**src/sv/binom_pkg.sv**
```systemverilog
// Shared types and constants for the binomial coefficient block.
package binom_pkg;

	localparam int unsigned MAX_N   = 63;
	localparam int unsigned ROW_D   = 64;
	localparam int unsigned ROW_AW  = 6;
	localparam int unsigned CNT_W   = 6;
	localparam int unsigned WAYS_W  = 60;
	localparam int unsigned S_DW    = 16;
	localparam int unsigned M_DW    = 64;

	typedef logic [ROW_AW-1:0] row_addr_t;
	typedef logic [CNT_W-1:0]  cnt_t;
	typedef logic [WAYS_W-1:0] ways_t;

	// Row store access from the sequencer
	typedef struct packed {
		logic      we;
		row_addr_t waddr;
		ways_t     wdata;
		row_addr_t raddr;
	} row_req_t;

endpackage

```
**src/sv/binomial_coefficient_dp.sv**
```systemverilog
// Binomial coefficient C(n,k) computed by Pascal's rule on a shared adder.
//
// Each request (n, k) first clears cells 0..k of the row store (CLEAR), then
// for rows j = 1..n sets up the read (ROW, LOAD) and updates cells min(j,k)
// down to 1 (STEP); once ROW sees that the rows are done, the result is read
// out and registered (FETCH) and the block returns to idle. For k = 0 no row
// is updated; for k > n the request goes straight to FETCH with invalid set
// and ways zero. The row store has one read and one write port with a
// registered read, and the one 60-bit adder is shared by all cells. The block takes no
// new request until the result is registered; a result waiting at the output
// does not block the next request, but holds that request's result until the
// waiting one is transferred.
module binomial_coefficient_dp
	import binom_pkg::*;
(
	input  logic            clk,
	input  logic            arst_n,
	input  logic            s_tvalid,
	output logic            s_tready,
	input  logic [S_DW-1:0] s_tdata,  // [5:0] total_count, [11:6] choose_count
	output logic            m_tvalid,
	input  logic            m_tready,
	output logic [M_DW-1:0] m_tdata,  // [59:0] ways
	output logic            m_tuser   // [0] invalid
);

	row_req_t req;
	ways_t    rdata;
	ways_t    ways;

	binom_seq u_seq (
		.clk          (clk),
		.arst_n       (arst_n),
		.in_valid     (s_tvalid),
		.in_ready     (s_tready),
		.total_count  (s_tdata[CNT_W-1:0]),
		.choose_count (s_tdata[2*CNT_W-1:CNT_W]),
		.out_valid    (m_tvalid),
		.out_ready    (m_tready),
		.ways         (ways),
		.invalid      (m_tuser),
		.req          (req),
		.rdata        (rdata)
	);

	binom_row_ram u_ram (
		.clk   (clk),
		.req   (req),
		.rdata (rdata)
	);

	assign m_tdata = {{(M_DW-WAYS_W){1'b0}}, ways};

endmodule

```
**src/sv/binom_row_ram.sv**
```systemverilog
// Row store of Pascal's triangle: one write port, one registered read port.
module binom_row_ram
	import binom_pkg::*;
(
	input  logic     clk,
	input  row_req_t req,
	output ways_t    rdata
);

	ways_t mem [ROW_D];
	ways_t rdata_q;

	// Write and registered read
	always_ff @(posedge clk) begin
		if (req.we) begin
			mem[req.waddr] <= req.wdata;
		end
		rdata_q <= mem[req.raddr];
	end

	assign rdata = rdata_q;

endmodule

```
**src/sv/binom_seq.sv**
```systemverilog
// Sequencer and shared adder that build one Pascal row per request.
module binom_seq
	import binom_pkg::*;
(
	input  logic     clk,
	input  logic     arst_n,
	input  logic     in_valid,
	output logic     in_ready,
	input  cnt_t     total_count,
	input  cnt_t     choose_count,
	output logic     out_valid,
	input  logic     out_ready,
	output ways_t    ways,
	output logic     invalid,
	output row_req_t req,
	input  ways_t    rdata
);

	typedef enum logic [2:0] {
		IDLE, CLEAR, ROW, LOAD, STEP, FETCH
	} state_t;

	state_t            state_q;
	cnt_t              n_q;
	cnt_t              k_q;
	logic [CNT_W:0]    j_q;
	cnt_t              i_q;
	ways_t             hi_q;
	logic              inv_q;
	logic              out_valid_q;
	ways_t             ways_q;
	logic              invalid_q;

	cnt_t              top;
	logic              row_done;
	logic              req_bad;
	logic              out_free;

	// Highest cell updated in row j
	assign top      = (j_q < {1'b0, k_q}) ? j_q[CNT_W-1:0] : k_q;
	assign row_done = (j_q > {1'b0, n_q}) || (top == '0);
	assign req_bad  = (choose_count > total_count) ||
	                  ({26'd0, total_count} > MAX_N[31:0]);
	assign out_free = !out_valid_q || out_ready;

	// Row store addressing and the shared adder
	always_comb begin
		req.we    = 1'b0;
		req.waddr = i_q;
		req.wdata = hi_q + rdata;
		req.raddr = k_q;
		unique case (state_q)
			CLEAR: begin
				req.we    = 1'b1;
				req.wdata = (i_q == '0) ? ways_t'(1) : '0;
			end
			ROW:  req.raddr = top;
			LOAD: req.raddr = i_q - cnt_t'(1);
			STEP: begin
				req.we    = 1'b1;
				req.raddr = i_q - cnt_t'(2);
			end
			default: req.raddr = k_q;
		endcase
	end

	// Sequencer state and result register
	always_ff @(posedge clk or negedge arst_n) begin
		if (!arst_n) begin
			state_q     <= IDLE;
			out_valid_q <= 1'b0;
			ways_q      <= '0;
			invalid_q   <= 1'b0;
			n_q         <= '0;
			k_q         <= '0;
			j_q         <= '0;
			i_q         <= '0;
			inv_q       <= 1'b0;
		end else begin
			// Register a new result, or drop the old one once transferred
			if (state_q == FETCH && out_free) begin
				out_valid_q <= 1'b1;
				ways_q      <= inv_q ? '0 : rdata;
				invalid_q   <= inv_q;
			end else if (out_valid_q && out_ready) begin
				out_valid_q <= 1'b0;
			end
			unique case (state_q)
				IDLE: begin
					if (in_valid) begin
						n_q     <= total_count;
						k_q     <= choose_count;
						i_q     <= '0;
						inv_q   <= req_bad;
						state_q <= req_bad ? FETCH : CLEAR;
					end
				end
				// Clear cells 0..k, cell 0 gets one
				CLEAR: begin
					if (i_q == k_q) begin
						j_q     <= (CNT_W+1)'(1);
						state_q <= ROW;
					end else begin
						i_q <= i_q + cnt_t'(1);
					end
				end
				ROW: begin
					i_q     <= top;
					state_q <= row_done ? FETCH : LOAD;
				end
				LOAD: begin
					state_q <= STEP;
				end
				// Add neighbor into cell i, walk right to left
				STEP: begin
					if (i_q == cnt_t'(1)) begin
						j_q     <= j_q + (CNT_W+1)'(1);
						state_q <= ROW;
					end else begin
						i_q <= i_q - cnt_t'(1);
					end
				end
				FETCH: begin
					if (out_free) begin
						state_q <= IDLE;
					end
				end
				default: state_q <= IDLE;
			endcase
		end
	end

	// Carried neighbor for the adder
	always_ff @(posedge clk) begin
		if (state_q == LOAD || state_q == STEP) begin
			hi_q <= rdata;
		end
	end

	assign in_ready  = (state_q == IDLE);
	assign out_valid = out_valid_q;
	assign ways      = ways_q;
	assign invalid   = invalid_q;

endmodule

```
**config.mk**
```make
export PLATFORM = sky130hd
export DESIGN_NAME = binomial_coefficient_dp
export DESIGN_NICKNAME = d
export VERILOG_FILES = /design/src/sv/binom_pkg.sv /design/src/sv/binomial_coefficient_dp.sv /design/src/sv/binom_row_ram.sv /design/src/sv/binom_seq.sv
export SDC_FILE = /design/constraint.sdc
export NUM_CORES = 2
export LEC_CHECK = 0
export BUFFER_PORTS_ARGS = -buffer_cell sky130_fd_sc_hd__buf_4
export CAP_MARGIN = 20
export CELL_PAD_IN_SITES_DETAIL_PLACEMENT = 2
export CELL_PAD_IN_SITES_GLOBAL_PLACEMENT = 2
export CORE_UTILIZATION = 25
export DETAILED_ROUTE_END_ITERATION = 8
export GPL_TIMING_DRIVEN = 0
export MAX_ROUTING_LAYER = met4
export PLACE_DENSITY_LB_ADDON = 0.1
export SKIP_LAST_GASP = 1
export SLEW_MARGIN = 20
export SYNTH_ARGS = -nofsm -noshare
export SYNTH_HDL_FRONTEND = slang
export SYNTH_HIERARCHICAL = 1
export SYNTH_SLANG_ARGS = --single-unit
```
**constraint.sdc**
```tcl
create_clock -name clk -period 11.3 [get_ports clk]
set_input_delay 2.26 -clock clk [delete_from_list [all_inputs] [get_ports clk]]
set_output_delay 2.26 -clock clk [all_outputs]
set_load 0.005 [all_outputs]
```
## Word level (Yosys, flattened, before mapping)

Memory sizes are Yosys's and may differ from the RTL's. A register that Yosys moved wholly into a read port is not among the register bits.
Index checks and enable logic that the tools add are counted.

- Register bits: 151
- Bits in writable memories: 3,840
- Bits of input ports: 20
- Output and inout port bits: 67
- Word-level logic and storage cells: 73
- Memories: 1

Memory list:

| memory | depth | bits a word | read ports | clocked after memory_dff | wr ports | line | text |
|---|---|---|---|---|---|---|---|
| u_ram.mem | 64 | 60 | 1 | 1 | 1 | binom_row_ram.sv:10 | `ways_t mem [ROW_D];` |

- $add $sub $neg: 5
- $lt $le $gt $ge: 3
- Equal/unequal tests: 13
- Mux-type cells: 24
- Reduce and logical (&&, ||, !) cells: 17

Operators by type and width:

| kind | count |
|---|---|
| 2-to-1 mux 60 bit | 2 |
| adder 60 bit | 1 |
| 2-to-1 mux 6 bit | 4 |
| case mux 6 bit (4 select lines) | 1 |
| 2-to-1 mux 3 bit | 6 |
| case mux 3 bit (6 select lines) | 1 |
| case mux 6 bit (3 select lines) | 1 |
| 2-to-1 mux 7 bit | 2 |
| case mux 7 bit (2 select lines) | 1 |
| zero test 6 bit | 2 |
| AND reduction 4 bit | 2 |
| adder 7 x 1 -> 7 bit, second input constant | 1 |
| > comparator 7 x 6 -> 1 bit | 1 |
| < comparator 7 x 6 -> 1 bit | 1 |
| adder 6 x 1 -> 6 bit, second input constant | 1 |
| == test 3 x 2 -> 1 bit, second input constant | 2 |
| == test 3 bit, second input constant | 2 |
| == test 6 x 1 -> 1 bit, second input constant | 1 |
| == test 6 bit | 1 |
| > comparator 6 bit | 1 |
| 2-to-1 mux 1 bit | 6 |
| != test 2 x 1 -> 1 bit, second input constant | 3 |
| != test 2 bit, second input constant | 3 |
| subtractor 6 x 1 -> 6 bit, second input constant | 1 |
| 11 further kinds | 15 |

## Logic depth before layout (Yosys ltp)

- Word-level depth: 6
- Gate-level depth with buffers: 21

## Modules after synthesis

The synthesis kept the hierarchy.

By module, submodules not included:

| module | instances | cells each | area an instance (µm²) | seq. area each (µm²) |
|---|---|---|---|---|
| binom_row_ram | 1 | 6,093 | 146,510.5 | 116,511.7 |
| binom_seq | 1 | 1,168 | 10,367.4 | 4,078.9 |
| binomial_coefficient_dp | 1 | 5 | 33.8 | 0.0 |

## Least setup slack after synthesis

Ideal clock, no wire load.

- Path type: flip-flop to flip-flop
- Start: register u_ram.rdata_q[0], in the netlist u_ram/rdata[0] (read register of u_ram.mem)
- End: memory u_ram/mem[0][58] (netlist bit) (data pin)
- Arrival time: 8.112 ns
- Data required time: 10.015 ns
- Setup slack: 1.903 ns
- Cell stages (with the launch flop): 14
- Buffers on the path: 0
- Period minus slack after synthesis: 9.397 ns
- Path through: dfxtp_1 > ha_1 > inv_1 > fa_1 > nand2b_1 > a21oi_1 > o21ai_1 > o2bb2ai_1 > and3_1 > nor3b_2 > o211ai_1 > a311oi_1 > nor3_1 > a2111oi_0

RTL lines:

| item | line | text |
|---|---|---|
| start: declaration | binom_row_ram.sv:11 | `ways_t rdata_q;` |
| end: declaration | binom_row_ram.sv:10 |  |

==> impl_results.md <==
* Status: complete, no violations
* Final estimated routing congestion in global placement at 0.778
* Initial core utilization at 25.1%
* Clock-pin slew on the worst setup and hold paths at 0.06 ns
* Cell Area, Placed at 182000 sq um
* Die ar. at 631000 sq um
* First-pass GRT wire length at 919 mm
* Ys Warns at 6
* Total wire length at 707 mm
* Drt pass-1 iters at 5
* Post-CTS Hold Buffers at 0
* Top cells by area, synth: edfxtp_1 (75%), mux4_2 (15%), dfrtp_1 (1.5%)
* Final nets at 8547
* Post-synth top area share at 74.6%
* RSZ-0062 raised after global routing: no
* TNS Setup at 0 ns
* Routed length per instance at 41.1 um
* Initial DRC count at 9327
* Initial antenna violation count at 69
* Pin count of the biggest net entering global routing at 56
* Fin area at 198000 sq um
* CP Launch Type: register
* Worst setup path class: register to register
* CTS Buf Count at 469
* Min-Delay Endpoint: u_seq/hi_q[54]$_DFFE_PP_
* Via density at 5.04
* Slew @ Worst Pin at 1.27 ns
* Synthesized flop and latch total at 4051
* Most numerous cell in the Yosys netlist: edfxtp_1
* Period utilization at 69.8%
* Hold Crit Class: register to register
* Required @ worst endpoint at 12.16 ns
* Util after Layout at 31.6%
* Max Slew Vio Count at 0
* PortBufs at 78
* Top_reg_cell synth: edfxtp_1
* Worst Reg2Reg Path Length in Cells at 19
* Area growth syn-to-layout at 25.9%
* Seq/Total Area, Yosys at 76.9%
* Syn Area/Cell at 21.6 sq um
* Total number of H-tree levels at 5
* CP endpoint kind: register
* Cts repair resizes at 0
* Worst r2r src: u_seq/j_q[1]$_DFFE_PN0P_
* Worst-Skew Late Latency at 1.07 ns
* Vias in the first global route at 89400
* WP data arrival at 8.75 ns
* DRC Markers at 0
* Yosys cell types at 86
* Clock skew at 0.0790 ns
* Synth Cell Area at 157000 sq um
* Setup bufs post-CTS at 0
* Routed vias at 86600
* Crit path max fanout at 11
* Rel. slew slack at 14.5%
* Post-synth top area cell: edfxtp_1
* Final setup violation count at 0
* Final Hold Slack at 0.474 ns
* Post-synth ARST share at 2.25%
* Overall overflow remaining after global route at 0
* Core area at 624000 sq um
* Chip width at 794 um
* Tot GR Track Use at 22.7%
* Layout cells sized above 1 at 33.1%
* Total of max-cap violations at 0
* Ports at 87
* Syn Inst Count at 7266
* Hpwl dp at 525 mm
* FF-to-FF End: u_ram/rdata[30]$_DFF_P_
* Max Freq at 127 MHz
* CTS tree: done
* Antenna-violating nets left at 0
* Reg2Reg Setup Slack at 3.41 ns
* Sink Count at 4051
* Most frequent cells after synthesis: edfxtp_1 (3900), mux4_2 (1040), nor2_1 (280)
* HP Start: u_ram/rdata[54]$_DFF_P_
* WHS Path Cells at 0
* Die Ht at 794 um
* Clock root cell: clkbuf_16
* Fin crit period at 7.89 ns
* Final Hold Violating Endpoints at 0
* Clock buffer depth at 4
* Post-synth EDFFs at 3900
* Rows at 290
## cell usage in the layout (no fill, tap or decap), drive strengths merged, types with 8 or more instances in the layout
cell type,netlist,layout
o221ai,62,62
a21o,29,29
buf,185,888
clkinvlp,0,8
xor2,29,29
xnor2,38,38
dfxtp,60,60
clkinv,0,202
edfxtp,3900,3900
or3,12,12
mux4,1040,1040
nand2,215,215
bufinv,0,45
a31oi,30,30
diode,0,35
o21bai,11,11
nand3,18,18
nor2,280,280
o22ai,195,195
inv,37,49
o211ai,9,9
a211oi,10,10
nor2b,21,21
dfrtp,91,91
clkbuf,222,826
nand4,24,24
nor3,29,29
ha,83,83
o21ai,167,167
mux2,64,64
o221a,9,9
nand2b,82,82
mux2i,59,59
a21oi,160,160
## registers in the layout, indices dropped and copies added, names as in the netlist
| name | cells |
|---|---|
| u_seq/inv_q | 1 |
| u_ram/mem | 3840 |
| u_seq/i_q | 6 |
| u_seq/n_q | 6 |
| u_seq/k_q | 6 |
| u_seq/state_q | 3 |
| u_seq/invalid | 1 |
| u_ram/rdata | 60 |
| u_seq/ways | 60 |
| u_seq/hi_q | 60 |
| u_seq/j_q | 7 |
| u_seq/out_valid | 1 |
## worst max-delay path by stage
stage	start	to	slack [ns]
floorplan	u_ram/rdata[0]$_DFF_P_	u_ram/mem[0][58]$_DFFE_PP_	1.90
global placement	u_seq/state_q[0]$_DFFE_PN0P_	u_ram/mem[48][27]$_DFFE_PP_	-9.68
detailed placement	u_seq/k_q[1]$_DFFE_PN0P_	u_ram/rdata[30]$_DFF_P_	3.39
CTS	u_seq/k_q[1]$_DFFE_PN0P_	u_ram/rdata[30]$_DFF_P_	3.30
global route	u_seq/k_q[1]$_DFFE_PN0P_	u_ram/rdata[30]$_DFF_P_	3.28
finish	u_seq/j_q[1]$_DFFE_PN0P_	u_ram/rdata[30]$_DFF_P_	3.41
## final cells by class
cell class | instances | area, sq um
Timing Repair Buffer | 703 | 13800
Clock buffer | 604 | 12500
Multi-Input combinational cell | 2774 | 35400
Sequential cell | 4051 | 121000
Buffer | 407 | 2040
Tap cell | 8322 | 10400
Inverter | 37 | 139
Fill cell | 61200 | 427000
Clock inverter | 267 | 2700
Antenna cell | 35 | 87.6
## layer usage
layer	vias to the layer above	wire length (um)	track usage, %
li1	33100	-	-
met1	50000	301000	29.9
met2	2799	350000	37.7
met3	722	39500	3.05
met4	0	16500	4.48
met5	-	0	-
## metrics by stage
step	cells	setup WS [ns]
after floorplan	7269	1.90
after global placement	15700	-9.68
after detailed placement	16300	3.39
after CTS	17200	3.30
after global routing	17200	3.28
final	17200	3.41
## critical path, stage by stage, from the launching register on
cell	delay (ns)
dfrtp_1	0.54
ha_1	0.30
a21o_1	0.15
a21o_1	0.18
a21o_1	0.19
a21o_1	0.21
a211oi_4	0.54
mux2i_1	0.18
nor2_1	0.24
a2111o_1	0.13
clkbuf_1	0.30
buf_4	0.69
buf_6	0.46
buf_2	0.66
buf_2	0.73
mux4_2	0.59
o22ai_1	0.56
nor3_1	0.13
a21oi_2	0.65
nor2_1	0.07
## cell families after synthesis
| logic type | share of synthesized area, % |
|---|---|
| DFF | 76.9 |
| muxes | 15.8 |
| AOI/OAI and AO/OA | 2.97 |
| and+or+nand+nor | 2.10 |
| buffers and inverters | 1.26 |
| adders and majority gates | 0.675 |
| xor gates and xnor gates | 0.374 |
| other | 0.00239 |
Power is left out: the tool's default activity adds up to more than one toggle a clock period on the data nets, which glitch-free logic cannot reach.
